File: src/hdl/rau_pkg.sv
// rau_pkg: shared widths, codes and controller/datapath interface types
package rau_pkg;

  localparam int OPERAND_BITS  = 16;
  localparam int MAG_BITS      = OPERAND_BITS + 1;
  localparam int WIDE_BITS     = 2 * OPERAND_BITS;
  localparam int CNT_BITS      = $clog2(WIDE_BITS);
  localparam int NUM_OUT_BITS  = 33;
  localparam int DEN_OUT_BITS  = 31;
  localparam int KIND_BITS     = 2;
  localparam int IN_DATA_BITS  = ((4 * OPERAND_BITS + 7) / 8) * 8;
  localparam int OUT_DATA_BITS = ((NUM_OUT_BITS + DEN_OUT_BITS + 7) / 8) * 8;

  typedef enum logic [KIND_BITS-1:0] {
    KIND_ADD = 2'd0,
    KIND_SUB = 2'd1,
    KIND_MUL = 2'd2,
    KIND_DIV = 2'd3
  } kind_e;

  typedef enum logic [1:0] {
    MSTEP_FIRST = 2'd0,
    MSTEP_CROSS = 2'd1,
    MSTEP_DEN   = 2'd2
  } mstep_e;

  typedef enum logic [1:0] {
    RES_OK   = 2'd0,
    RES_ZERO = 2'd1,
    RES_ERR  = 2'd2
  } res_e;

  typedef struct packed {
    logic   load;
    logic   mul_en;
    mstep_e mul_step;
    logic   sum;
    logic   gcd_init;
    logic   gcd_step;
    logic   div_init;
    logic   div_step;
    logic   out_load;
    res_e   res_sel;
  } rau_cmd_t;

  typedef struct packed {
    logic err;
    logic num_zero;
    logic gcd_done;
  } rau_status_t;

endpackage

File: src/hdl/rau_datapath.sv
// rau_datapath: operand registers, shared multiplier, binary gcd and dual divider lanes
module rau_datapath import rau_pkg::*; (
  input  logic                           clk_i,
  input  rau_cmd_t                       cmd_i,
  output rau_status_t                    status_o,
  input  logic [KIND_BITS-1:0]           kind_i,
  input  logic [OPERAND_BITS-1:0]        num_a_i,
  input  logic [OPERAND_BITS-1:0]        den_a_i,
  input  logic [OPERAND_BITS-1:0]        num_b_i,
  input  logic [OPERAND_BITS-1:0]        den_b_i,
  output logic signed [NUM_OUT_BITS-1:0] num_out_o,
  output logic [DEN_OUT_BITS-1:0]        den_out_o,
  output logic                           status_out_o
);

  function automatic logic [MAG_BITS-1:0] mag_of(input logic [OPERAND_BITS-1:0] v);
    logic [MAG_BITS-1:0] ext;
    ext = {v[OPERAND_BITS-1], v};
    return v[OPERAND_BITS-1] ? (MAG_BITS'(0) - ext) : ext;
  endfunction

  // one restoring division step, returns {remainder, quotient}
  function automatic logic [2*WIDE_BITS-1:0] div_bit(input logic [WIDE_BITS-1:0] r,
                                                     input logic [WIDE_BITS-1:0] q,
                                                     input logic [WIDE_BITS-1:0] g);
    logic [WIDE_BITS-1:0] sh;
    sh = {r[WIDE_BITS-2:0], q[WIDE_BITS-1]};
    if (sh >= g) begin
      return {sh - g, q[WIDE_BITS-2:0], 1'b1};
    end else begin
      return {sh, q[WIDE_BITS-2:0], 1'b0};
    end
  endfunction

  kind_e                   kind_q;
  logic                    na_neg_q, da_neg_q, nb_neg_q, db_neg_q;
  logic [MAG_BITS-1:0]     na_mag_q, da_mag_q, nb_mag_q, db_mag_q;
  logic [WIDE_BITS-1:0]    t0_q, t1_q, num_mag_q, den_mag_q;
  logic                    t0_neg_q, t1_neg_q, num_neg_q, den_neg_q, res_neg_q;
  logic [WIDE_BITS-1:0]    ga_q, gb_q, g_q;
  logic [CNT_BITS-1:0]     k_q;
  logic [WIDE_BITS-1:0]    rn_q, qn_q, rd_q, qd_q;
  logic signed [NUM_OUT_BITS-1:0] num_out_q;
  logic [DEN_OUT_BITS-1:0] den_out_q;
  logic                    stat_q;

  logic [MAG_BITS-1:0]     ma, mb;
  logic                    mneg;
  logic [2*MAG_BITS-1:0]   prod;
  logic [WIDE_BITS-1:0]    prod_w;
  logic [WIDE_BITS-1:0]    sum_mag;
  logic                    sum_neg;
  logic [2*WIDE_BITS-1:0]  lane_n, lane_d;
  logic [NUM_OUT_BITS-1:0] qn_ext;

  always_comb begin
    unique case (cmd_i.mul_step)
      MSTEP_FIRST: begin
        ma = na_mag_q;
        if (kind_q == KIND_MUL) begin
          mb   = nb_mag_q;
          mneg = na_neg_q ^ nb_neg_q;
        end else begin
          mb   = db_mag_q;
          mneg = na_neg_q ^ db_neg_q;
        end
      end
      MSTEP_CROSS: begin
        ma   = nb_mag_q;
        mb   = da_mag_q;
        mneg = nb_neg_q ^ da_neg_q ^ (kind_q == KIND_SUB);
      end
      MSTEP_DEN: begin
        ma = da_mag_q;
        if (kind_q == KIND_DIV) begin
          mb   = nb_mag_q;
          mneg = da_neg_q ^ nb_neg_q;
        end else begin
          mb   = db_mag_q;
          mneg = da_neg_q ^ db_neg_q;
        end
      end
      default: begin
        ma   = '0;
        mb   = '0;
        mneg = 1'b0;
      end
    endcase
    prod   = ma * mb;
    prod_w = prod[WIDE_BITS-1:0];
  end

  always_comb begin
    if (t0_neg_q == t1_neg_q) begin
      sum_neg = t0_neg_q;
      sum_mag = t0_q + t1_q;
    end else if (t0_q >= t1_q) begin
      sum_neg = t0_neg_q;
      sum_mag = t0_q - t1_q;
    end else begin
      sum_neg = t1_neg_q;
      sum_mag = t1_q - t0_q;
    end
  end

  assign lane_n = div_bit(rn_q, qn_q, g_q);
  assign lane_d = div_bit(rd_q, qd_q, g_q);
  assign qn_ext = NUM_OUT_BITS'(qn_q);

  always_ff @(posedge clk_i) begin
    if (cmd_i.load) begin
      kind_q   <= kind_e'(kind_i);
      na_neg_q <= num_a_i[OPERAND_BITS-1];
      da_neg_q <= den_a_i[OPERAND_BITS-1];
      nb_neg_q <= num_b_i[OPERAND_BITS-1];
      db_neg_q <= den_b_i[OPERAND_BITS-1];
      na_mag_q <= mag_of(num_a_i);
      da_mag_q <= mag_of(den_a_i);
      nb_mag_q <= mag_of(num_b_i);
      db_mag_q <= mag_of(den_b_i);
    end
    if (cmd_i.mul_en) begin
      unique case (cmd_i.mul_step)
        MSTEP_FIRST: begin
          t0_q     <= prod_w;
          t0_neg_q <= mneg;
        end
        MSTEP_CROSS: begin
          t1_q     <= prod_w;
          t1_neg_q <= mneg;
        end
        MSTEP_DEN: begin
          den_mag_q <= prod_w;
          den_neg_q <= mneg;
        end
        default: begin
        end
      endcase
    end
    if (cmd_i.sum) begin
      if (kind_q == KIND_ADD || kind_q == KIND_SUB) begin
        num_mag_q <= sum_mag;
        num_neg_q <= sum_neg;
      end else begin
        num_mag_q <= t0_q;
        num_neg_q <= t0_neg_q;
      end
    end
    if (cmd_i.gcd_init) begin
      ga_q <= num_mag_q;
      gb_q <= den_mag_q;
      k_q  <= '0;
    end else if (cmd_i.gcd_step) begin
      priority if (!ga_q[0] && !gb_q[0]) begin
        ga_q <= ga_q >> 1;
        gb_q <= gb_q >> 1;
        k_q  <= k_q + CNT_BITS'(1);
      end else if (!ga_q[0]) begin
        ga_q <= ga_q >> 1;
      end else if (!gb_q[0]) begin
        gb_q <= gb_q >> 1;
      end else if (ga_q >= gb_q) begin
        ga_q <= (ga_q - gb_q) >> 1;
      end else begin
        gb_q <= (gb_q - ga_q) >> 1;
      end
    end
    if (cmd_i.div_init) begin
      g_q       <= gb_q << k_q;
      rn_q      <= '0;
      qn_q      <= num_mag_q;
      rd_q      <= '0;
      qd_q      <= den_mag_q;
      res_neg_q <= num_neg_q ^ den_neg_q;
    end else if (cmd_i.div_step) begin
      rn_q <= lane_n[2*WIDE_BITS-1:WIDE_BITS];
      qn_q <= lane_n[WIDE_BITS-1:0];
      rd_q <= lane_d[2*WIDE_BITS-1:WIDE_BITS];
      qd_q <= lane_d[WIDE_BITS-1:0];
    end
    if (cmd_i.out_load) begin
      unique case (cmd_i.res_sel)
        RES_OK: begin
          num_out_q <= res_neg_q ? (NUM_OUT_BITS'(0) - qn_ext) : qn_ext;
          den_out_q <= DEN_OUT_BITS'(qd_q);
          stat_q    <= 1'b0;
        end
        RES_ZERO: begin
          num_out_q <= '0;
          den_out_q <= DEN_OUT_BITS'(1);
          stat_q    <= 1'b0;
        end
        default: begin
          num_out_q <= '0;
          den_out_q <= '0;
          stat_q    <= 1'b1;
        end
      endcase
    end
  end

  assign status_o.err      = (da_mag_q == '0) || (db_mag_q == '0) ||
                             ((kind_q == KIND_DIV) && (nb_mag_q == '0));
  assign status_o.num_zero = (num_mag_q == '0);
  assign status_o.gcd_done = (ga_q == '0);

  assign num_out_o    = num_out_q;
  assign den_out_o    = den_out_q;
  assign status_out_o = stat_q;

endmodule

File: src/hdl/rau_ctrl.sv
// rau_ctrl: sequencing state machine and output handshake
module rau_ctrl import rau_pkg::*; (
  input  logic        clk_i,
  input  logic        rst_ni,
  input  logic        s_valid_i,
  output logic        s_ready_o,
  output logic        m_valid_o,
  input  logic        m_ready_i,
  input  rau_status_t status_i,
  output rau_cmd_t    cmd_o
);

  typedef enum logic [10:0] {
    S_IDLE  = 11'b000_0000_0001,
    S_CHECK = 11'b000_0000_0010,
    S_MUL0  = 11'b000_0000_0100,
    S_MUL1  = 11'b000_0000_1000,
    S_MUL2  = 11'b000_0001_0000,
    S_SUM   = 11'b000_0010_0000,
    S_TEST  = 11'b000_0100_0000,
    S_GCD   = 11'b000_1000_0000,
    S_DIVI  = 11'b001_0000_0000,
    S_DIV   = 11'b010_0000_0000,
    S_DONE  = 11'b100_0000_0000
  } state_e;

  state_e              state_q, state_d;
  res_e                res_q, res_d;
  logic [CNT_BITS-1:0] cnt_q, cnt_d;
  logic                out_valid_q, out_valid_d;

  always_comb begin
    state_d     = state_q;
    res_d       = res_q;
    cnt_d       = cnt_q;
    cmd_o       = '0;
    cmd_o.res_sel = res_q;
    out_valid_d = out_valid_q & ~m_ready_i;
    unique case (state_q)
      S_IDLE: begin
        if (s_valid_i) begin
          cmd_o.load = 1'b1;
          state_d    = S_CHECK;
        end
      end
      S_CHECK: begin
        if (status_i.err) begin
          res_d   = RES_ERR;
          state_d = S_DONE;
        end else begin
          state_d = S_MUL0;
        end
      end
      S_MUL0: begin
        cmd_o.mul_en   = 1'b1;
        cmd_o.mul_step = MSTEP_FIRST;
        state_d        = S_MUL1;
      end
      S_MUL1: begin
        cmd_o.mul_en   = 1'b1;
        cmd_o.mul_step = MSTEP_CROSS;
        state_d        = S_MUL2;
      end
      S_MUL2: begin
        cmd_o.mul_en   = 1'b1;
        cmd_o.mul_step = MSTEP_DEN;
        state_d        = S_SUM;
      end
      S_SUM: begin
        cmd_o.sum = 1'b1;
        state_d   = S_TEST;
      end
      S_TEST: begin
        if (status_i.num_zero) begin
          res_d   = RES_ZERO;
          state_d = S_DONE;
        end else begin
          cmd_o.gcd_init = 1'b1;
          state_d        = S_GCD;
        end
      end
      S_GCD: begin
        if (status_i.gcd_done) begin
          state_d = S_DIVI;
        end else begin
          cmd_o.gcd_step = 1'b1;
        end
      end
      S_DIVI: begin
        cmd_o.div_init = 1'b1;
        cnt_d          = '0;
        res_d          = RES_OK;
        state_d        = S_DIV;
      end
      S_DIV: begin
        cmd_o.div_step = 1'b1;
        cnt_d          = cnt_q + CNT_BITS'(1);
        if (cnt_q == CNT_BITS'(WIDE_BITS - 1)) begin
          state_d = S_DONE;
        end
      end
      S_DONE: begin
        if (!out_valid_q || m_ready_i) begin
          cmd_o.out_load = 1'b1;
          out_valid_d    = 1'b1;
          state_d        = S_IDLE;
        end
      end
      default: begin
        state_d = S_IDLE;
      end
    endcase
  end

  always_ff @(posedge clk_i or negedge rst_ni) begin
    if (!rst_ni) begin
      state_q     <= S_IDLE;
      res_q       <= RES_OK;
      cnt_q       <= '0;
      out_valid_q <= 1'b0;
    end else begin
      state_q     <= state_d;
      res_q       <= res_d;
      cnt_q       <= cnt_d;
      out_valid_q <= out_valid_d;
    end
  end

  assign s_ready_o = (state_q == S_IDLE);
  assign m_valid_o = out_valid_q;

endmodule

File: src/hdl/rational_arithmetic_unit.sv
// rational_arithmetic_unit: top level of the reduced-fraction arithmetic unit
//
// an input item carries an operation in s_axis_tuser_i and two signed fractions
// in s_axis_tdata_i; one result item per input leaves on the m_axis group with
// the reduced numerator and positive denominator in m_axis_tdata_o and an error
// flag in m_axis_tuser_o (zero denominator or divide by zero gives 0/0, flag set)
// one item is worked on at a time: s_axis_tready_o is high only while idle
// an error item goes to its result after the check, a zero result after the
// products, sum and zero test; any other result waits for the binary gcd loop,
// whose step count depends on the operands, and then for the 32-step restoring
// divider that reduces numerator and denominator in parallel
// a finished result sits in the output register; the next item is accepted
// while it waits, and only the write of the following result waits for the
// receiver to take it
// reset clears the controller and drops m_axis_tvalid_o; the item being worked
// on and a result still waiting in the output register are discarded
module rational_arithmetic_unit import rau_pkg::*; (
  input  logic                     clk_i,
  input  logic                     rst_ni,
  input  logic                     s_axis_tvalid_i,
  output logic                     s_axis_tready_o,
  input  logic [IN_DATA_BITS-1:0]  s_axis_tdata_i,  // num_a, den_a, num_b, den_b
  input  logic [KIND_BITS-1:0]     s_axis_tuser_i,  // kind
  output logic                     m_axis_tvalid_o,
  input  logic                     m_axis_tready_i,
  output logic [OUT_DATA_BITS-1:0] m_axis_tdata_o,  // num_out, den_out
  output logic [0:0]               m_axis_tuser_o   // status
);

  rau_cmd_t                       cmd;
  rau_status_t                    stat;
  logic signed [NUM_OUT_BITS-1:0] num_out;
  logic [DEN_OUT_BITS-1:0]        den_out;
  logic                           status_out;

  rau_ctrl u_ctrl (
    .clk_i     (clk_i),
    .rst_ni    (rst_ni),
    .s_valid_i (s_axis_tvalid_i),
    .s_ready_o (s_axis_tready_o),
    .m_valid_o (m_axis_tvalid_o),
    .m_ready_i (m_axis_tready_i),
    .status_i  (stat),
    .cmd_o     (cmd)
  );

  rau_datapath u_datapath (
    .clk_i        (clk_i),
    .cmd_i        (cmd),
    .status_o     (stat),
    .kind_i       (s_axis_tuser_i),
    .num_a_i      (s_axis_tdata_i[OPERAND_BITS-1:0]),
    .den_a_i      (s_axis_tdata_i[2*OPERAND_BITS-1:OPERAND_BITS]),
    .num_b_i      (s_axis_tdata_i[3*OPERAND_BITS-1:2*OPERAND_BITS]),
    .den_b_i      (s_axis_tdata_i[4*OPERAND_BITS-1:3*OPERAND_BITS]),
    .num_out_o    (num_out),
    .den_out_o    (den_out),
    .status_out_o (status_out)
  );

  assign m_axis_tdata_o = OUT_DATA_BITS'({den_out, num_out});
  assign m_axis_tuser_o = status_out;

  // error results carry 0/0
  assert property (@(posedge clk_i) disable iff (!rst_ni)
    (m_axis_tvalid_o && status_out) |-> (num_out == '0 && den_out == '0))
    else $error("error item with nonzero payload");

  // a good result never has a zero denominator
  assert property (@(posedge clk_i) disable iff (!rst_ni)
    (m_axis_tvalid_o && !status_out) |-> (den_out != '0))
    else $error("zero denominator on a good item");

  // zero is always given as 0/1
  assert property (@(posedge clk_i) disable iff (!rst_ni)
    (m_axis_tvalid_o && !status_out && num_out == '0) |-> (den_out == DEN_OUT_BITS'(1)))
    else $error("zero result not in lowest terms");

  // the unit is busy right after taking an item
  assert property (@(posedge clk_i) disable iff (!rst_ni)
    (s_axis_tvalid_i && s_axis_tready_o) |=> !s_axis_tready_o)
    else $error("input taken while busy");

endmodule
File: config.mk
export PLATFORM = sky130hd
export DESIGN_NAME = rational_arithmetic_unit
export DESIGN_NICKNAME = d
export VERILOG_FILES = /design/src/hdl/rau_pkg.sv /design/src/hdl/rau_datapath.sv /design/src/hdl/rau_ctrl.sv /design/src/hdl/rational_arithmetic_unit.sv
export SDC_FILE = /design/constraint.sdc
export NUM_CORES = 2
export LEC_CHECK = 0
export BUFFER_PORTS_ARGS = -buffer_cell sky130_fd_sc_hd__buf_2
export CAP_MARGIN = 20
export CELL_PAD_IN_SITES_DETAIL_PLACEMENT = 1
export CELL_PAD_IN_SITES_GLOBAL_PLACEMENT = 1
export CORE_AREA = 2 2 294 296
export CTS_CLUSTER_DIAMETER = 80
export DETAILED_ROUTE_END_ITERATION = 12
export DIE_AREA = 0 0 296 298
export PLACE_DENSITY_LB_ADDON = 0.1
export SYNTH_ARGS = -nofsm -noshare
export SYNTH_HDL_FRONTEND = slang
export SYNTH_SLANG_ARGS = --single-unit
File: constraint.sdc
create_clock -name clk_i -period 19.7 [get_ports clk_i]
set_input_delay 2.955 -clock clk_i [delete_from_list [all_inputs] [get_ports clk_i]]
set_output_delay 2.955 -clock clk_i [all_outputs]
set_load 0.05 [all_outputs]
After elaboration in Yosys (flattened, before gate mapping)
Cells that the tools add are included.
W data, S select, Z words.
{"block": "totals", "reg_bits": 518, "out_inout_bits": 67, "wordCells": 192}
{"block": "op_classes", "n_shift": 1, "n_bitwise": 8, "muxes": 63, "n_addsub": 14, "n_eq_ne": 28, "order_cmp": 4, "mul": 1, "reduce_logical": 33}
{"cell": "$mux W32", "count": 20}
{"cell": "$ge A32 B32 Y1", "count": 4}
{"cell": "$sub A32 B32 Y32", "count": 4}
{"cell": "$mux W63", "count": 2}
{"cell": "$pmux W11 S11", "count": 1}
{"cell": "$pmux W17 S3", "count": 2}
{"cell": "$sub A1 B16 Y17 const A", "count": 4}
{"cell": "$mux W11", "count": 6}
{"cell": "$logic_not A32 Y1", "count": 2}
{"cell": "$pmux W31 S2", "count": 1}
{"cell": "$sub A31 B31 Y31", "count": 2}
{"cell": "$mux W15", "count": 4}
{"cell": "$logic_not A17 Y1", "count": 3}
{"cell": "$mux W17", "count": 2}
{"cell": "$sub A1 B32 Y33 const A", "count": 1}
{"cell": "$add A32 B32 Y32", "count": 1}
{"cell": "$mul A17 B17 Y32", "count": 1}
{"cell": "$shl A32 B5 Y32", "count": 1}
{"cell": "$mux W1", "count": 19}
{"cell": "$ne A4 B4 Y1 const B", "count": 3}
{"cell": "$reduce_and A2 Y1", "count": 6}
{"cell": "$eq A11 B1 Y1 const B", "count": 1}
{"cell": "$eq A11 B10 Y1 const B", "count": 1}
{"cell": "$eq A11 B11 Y1 const B", "count": 1}
{"cell": "other kinds (32)", "count": 60}

Depth between registers and ports, before layout
{"block": "depth", "depth_word": 7, "ltp_mapped": 35, "depth_no_buf": 33}

Cells and area by module
From an unflattened synthesis, not the netlist that was laid out.
{"block": "unflattened", "hier_cells": 4952, "area_unflattened_um2": 45707.6}
{"module": "rau_datapath", "seq_area_each_um2": 14313.7, "cells_per_inst": 4827, "n_inst": 1, "area_each_um2": 44589.0}
{"module": "rau_ctrl", "seq_area_each_um2": 476.7, "cells_per_inst": 125, "n_inst": 1, "area_each_um2": 1118.6}

Worst setup path before layout
Ideal clock, no wire load.
{"block": "synth_path", "kind": "register to register", "start": "register u_ctrl.state_q[6]", "end": "register u_datapath.den_mag_q[30] (data pin)", "setup_ns": 0.149, "stages_incl_launch_ff": 34, "t_arrival_ns": 8.507, "path_slack_ns": 11.044, "cell_sequence": "dfrtp_1 or2_2 nor2_1 nand2_1 nor4bb_1 ha_1 clkbuf_1 clkbuf_1 nand2_1 a31oi_1 clkbuf_1 nand2_1 fa_1 inv_1 fa_1 inv_1 fa_1 inv_1 fa_1 fa_1 inv_1 fa_1 inv_1 ha_1 a21o_1 a21o_1 a221oi_2 nand2_1 o211a_1 o21ai_0 a211o_1 a21oi_1 or4_1 nand4_1"}
{"block": "synth_via", "elab_chain_cells": 5, "word_cells_on_any_way": 10, "cone_classes": "mul (1); eq/ne (5); mux (3); reduce/logical (1)"}
{"element": "start, declared", "line_no": "rau_ctrl.sv:27", "source": "state_e state_q, state_d;"}
{"element": "start signal, assigned", "line_no": "rau_ctrl.sv:122", "source": "state_q <= state_d;"}
{"element": "$eq A11 B5 Y1 (tied with other cells)", "line_no": "rau_ctrl.sv:39", "source": "unique case (state_q)"}
{"element": "$pmux W3 S3 *", "line_no": "rau_ctrl.sv:39"}
{"element": "$eq A2 B2 Y1 (tied with other cells)", "line_no": "rau_datapath.sv:57", "source": "unique case (cmd_i.mul_step)"}
{"element": "$pmux W17 S3", "line_no": "rau_datapath.sv:57"}
{"element": "$mul A17 B17 Y32 *", "line_no": "rau_datapath.sv:89", "source": "prod = ma * mb;"}
{"element": "net u_datapath.prod[30]", "line_no": "rau_datapath.sv:49", "source": "logic [2*MAG_BITS-1:0] prod;"}
{"element": "end signal, assigned", "line_no": "rau_datapath.sv:133", "source": "den_mag_q <= prod_w;"}
{"element": "end, declared", "line_no": "rau_datapath.sv:38", "source": "logic [WIDE_BITS-1:0] t0_q, t1_q, num_mag_q, den_mag_q;"}
The timed path passes the listed nets; every way through them passes the cells marked *.
A chain may end at the register's enable or synchronous reset.

Worst setup path in the final report
{"block": "layout_path", "start": "register u_ctrl.state_q[6]", "end": "register u_datapath.t0_q[30] (data pin)"}
{"block": "layout_via", "elab_chain_cells": 5, "word_cells_on_any_way": 10, "cone_classes": "mul (1); eq/ne (5); mux (3); reduce/logical (1)"}
{"element": "$eq A11 B5 Y1 (tied with other cells)", "line_no": "rau_ctrl.sv:39"}
{"element": "$pmux W3 S3 *", "line_no": "rau_ctrl.sv:39"}
{"element": "$eq A2 B2 Y1 (tied with other cells)", "line_no": "rau_datapath.sv:57"}
{"element": "$pmux W17 S3", "line_no": "rau_datapath.sv:57"}
{"element": "$mul A17 B17 Y32 *", "line_no": "rau_datapath.sv:89"}
{"element": "net u_datapath.prod[30]", "line_no": "rau_datapath.sv:49"}
{"element": "end signal, assigned", "line_no": "rau_datapath.sv:125", "source": "t0_q <= prod_w;"}
{"element": "end, declared", "line_no": "rau_datapath.sv:38"}
Marks and branches as above.

==> impl_metrics.yaml <==
run_status:
  status: "complete, no violations"
sta:
  fin_skew_ns: 0.0221
  setup_violations: 0
  fin_hold_ws_ns: 0.467
  final.period_utilization_pct: 49.7
  max_freq_mhz: 102
  worstMarginPinSlew_ns: 1.26
  timing.final.ws_setup_ns: 9.91
  slew_viol_final: 0
  fin_tns_setup_ns: 0
  timing.slew.headroom_pct: 15.3
  hold_viol: 0
  rsz0062_at_grt: "false"
  layout_min_cycle_time_ns: 9.79
min_path:
  min_delay_worst_endpoint: "u_datapath.rd_q[30]"
  hp-class: "flip-flop to flip-flop"
  holdPathStages: 2
  hold_path_startpoint: "u_datapath.rd_q[30]"
yosys:
  synth_top_area_share_pct: 28.5
  yosys_warnings: 0
  synthCells: 5139
  synth_top_area_cell: "edfxtp_1"
  ys_async_sr_fraction_pct: 3.67
  syn_area_sq_um: 45600
  synth-edff-count: 432
  synthTopCellsByCount: "732 x nand2_1, 540 x inv_1, 433 x nor2_1"
  syn_area_per_cell_sq_um: 8.87
  synth.most_common_cell: "nand2_1"
  ys_top_cells_by_area: "edfxtp_1 28%, fa_1 10%, ha_1 9.1%"
  ys.flop_type: "edfxtp_1"
  ys_ff_latch: 518
  synth_seq_area_share_pct: 32.5
  synth.distinct_cells: 99
cts:
  cts.repair.resized: 0
  ctsRootBufferMaster: "clkbuf_16"
  cts_tree: "done"
  htree_levels: 3
  post_cts_buffers: 0
  numCtsBuffers: 67
  cts.reportedPaths.clkPinSlew_ns: 0.06
  clockBufferDepth: 3
  clk_latency_ns: 0.65
  cts_sinks: 518
  holdBufCountCts: 0
placement:
  post-place-ws_ns: 9.99
  placed_cells: 6256
  gp_congestion: 1.00
  numPortBuffers: 136
  hpwlAfterDp_mm: 132
finish:
  regArea_sq_um: 14800
  syn2layout_area_growth_pct: 8.93
  instances_no_fill: 6380
  nFillCells: 9963
  multi_input_area_sq_um: 27900
  layout-drive-gt1-share_pct: 8.26
  fin_nets: 5816
critical_path:
  timing.rr.start: "u_ctrl.state_q[6]"
  cp_common_cell: "fa_1"
  r2r_slack_ns: 9.91
  cp_max_fo: 33
  rr_worst_depth: 30
  slowest_stage: "nor4bb_1"
  max_stage_delay_ns: 0.89
  cp-start-kind: "flip-flop"
  worstSetupPathType: "flip-flop to flip-flop"
  arrival_ns: 10.28
  r2r_end: "u_datapath.t0_q[30]"
  end_kind: "flip-flop"
  cp.required_ns: 20.18
die:
  initial_core_util_pct: 53.7
  die_height_microns: 298
  core-area_sq_um: 84900
  die_w_microns: 296
  dieArea_sq_um: 88200
  fp-row-count: 107
  pin_count: 137
route:
  wire_per_inst_microns: 26.7
  viasPerCell: 6.38
  drc: 0
  num_vias: 40700
  ant_nets: 0
  drtPass1Iterations: 6
  drt-total-wl_mm: 170
  drt_iter0_drc: 3463
global_routing:
  antenna_found_initial: 9
  gr-usage-met2_pct: 64.5
  globalRouteMet1Util_pct: 48.4
  grtUsageTotal_pct: 38.7
  grt_pass1_vias: 42700
  use_met3_pct: 6.24
  grt_pass1_wl_mm: 259
  top_usage_layer: "met2"
  grt_max_degree: 78
  grt-ovfl-total: 0
run:
  maxCapViolations: 0
[state kept, by name (all words and copies together) (netlist names), 32 cells and up]
signal / count
u_datapath.ga_q: 32
u_datapath.den_mag_q: 32
u_datapath.num_mag_q: 32
u_datapath.gb_q: 32
u_datapath.qd_q: 32
u_datapath.num_out_o: 33
u_datapath.t1_q: 32
u_datapath.g_q: 32
u_datapath.qn_q: 32
u_datapath.t0_q: 32
[area by class of cell]
class | instances | area share (%)
diodes | 3 | 0.0151
flip-flops and latches | 518 | 29.8
clock buffers | 84 | 3.69
clock inverters | 35 | 0.915
inverters | 545 | 4.12
well taps | 1144 | 2.88
repair buffers | 200 | 2.37
multi-input cells | 3851 | 56.2
[how the worst max path moves through the flow]
stage                 startpoint                       end  slack, ns  depth (start not counted)
2_1_floorplan  u_ctrl.state_q[6]  u_datapath.den_mag_q[30]      11.04                         33
3_3_place_gp   u_ctrl.state_q[6]  u_datapath.den_mag_q[30]      10.35                         31
3_5_place_dp   u_ctrl.state_q[6]       u_datapath.t0_q[30]       9.99                         31
4_1_cts        u_ctrl.state_q[6]  u_datapath.den_mag_q[30]       9.96                         31
5_1_grt        u_ctrl.state_q[6]       u_datapath.t0_q[30]       9.49                         30
6_report       u_ctrl.state_q[6]       u_datapath.t0_q[30]       9.91                         30
[logic make-up after synthesis]
| logic type | share of synthesized area, % |
|---|---|
| xor gates and xnor gates | 4.61 |
| adders and majority gates | 19.2 |
| buffers and inverters | 6.53 |
| and+or+nand+nor | 16.9 |
| muxes | 3.07 |
| AOI/OAI and AO/OA | 17.2 |
| DFF | 32.5 |
| other | 0.00823 |
[critical path: cells and delay by family (launching register included)]
| kind | cells | cell delay [ns] |
|---|---|---|
| and+or+nand+nor | 11 | 3.60 |
| AOI/OAI and AO/OA | 5 | 1.21 |
| buffers and inverters | 6 | 0.70 |
| adders and majority gates | 8 | 3.65 |
| DFF | 1 | 0.44 |
[routing by layer]
layer  vias to the layer above  routed length, microns
met1                     20600                   66600
met3                       459                   12500
li1                      18000                       -
met4                        10                   10200
met5                         -                      64
met2                      1677                   80900
[per-stage QoR]
step / instance area (sq um) / utilization [%]
2_1_floorplan: 45600 / -
3_3_place_gp: 47300 / 55.7
3_5_place_dp: 47300 / 55.7
4_1_cts: 49600 / 58.4
5_1_grt: 49600 / 58.5
6_report: 49600 / 58.5
[cells in the final DEF, fill, tap and decap left out, types with 49 or more instances in the layout]
cell type,Yosys,layout
nand2_1,732,732
inv_1,540,539
edfxtp_1,432,432
nor2_1,433,431
a21oi_1,335,335
ha_1,333,333
o21ai_0,274,274
fa_1,230,230
xnor2_1,165,164
buf_2,32,137
a21o_1,100,100
nand3_1,81,81
mux2i_1,78,78
nor3_1,76,75
xor2_1,75,74
a31oi_1,68,68
clkbuf_16,0,68
dfxtp_1,67,66
buf_4,4,62
o21bai_1,60,60
and2_1,59,58
nand4_1,54,54
nor4_1,54,54
nand2b_1,49,49
Power is left out: the tool's default activity adds up to more than one toggle a clock period on the data nets, which glitch-free logic cannot reach.
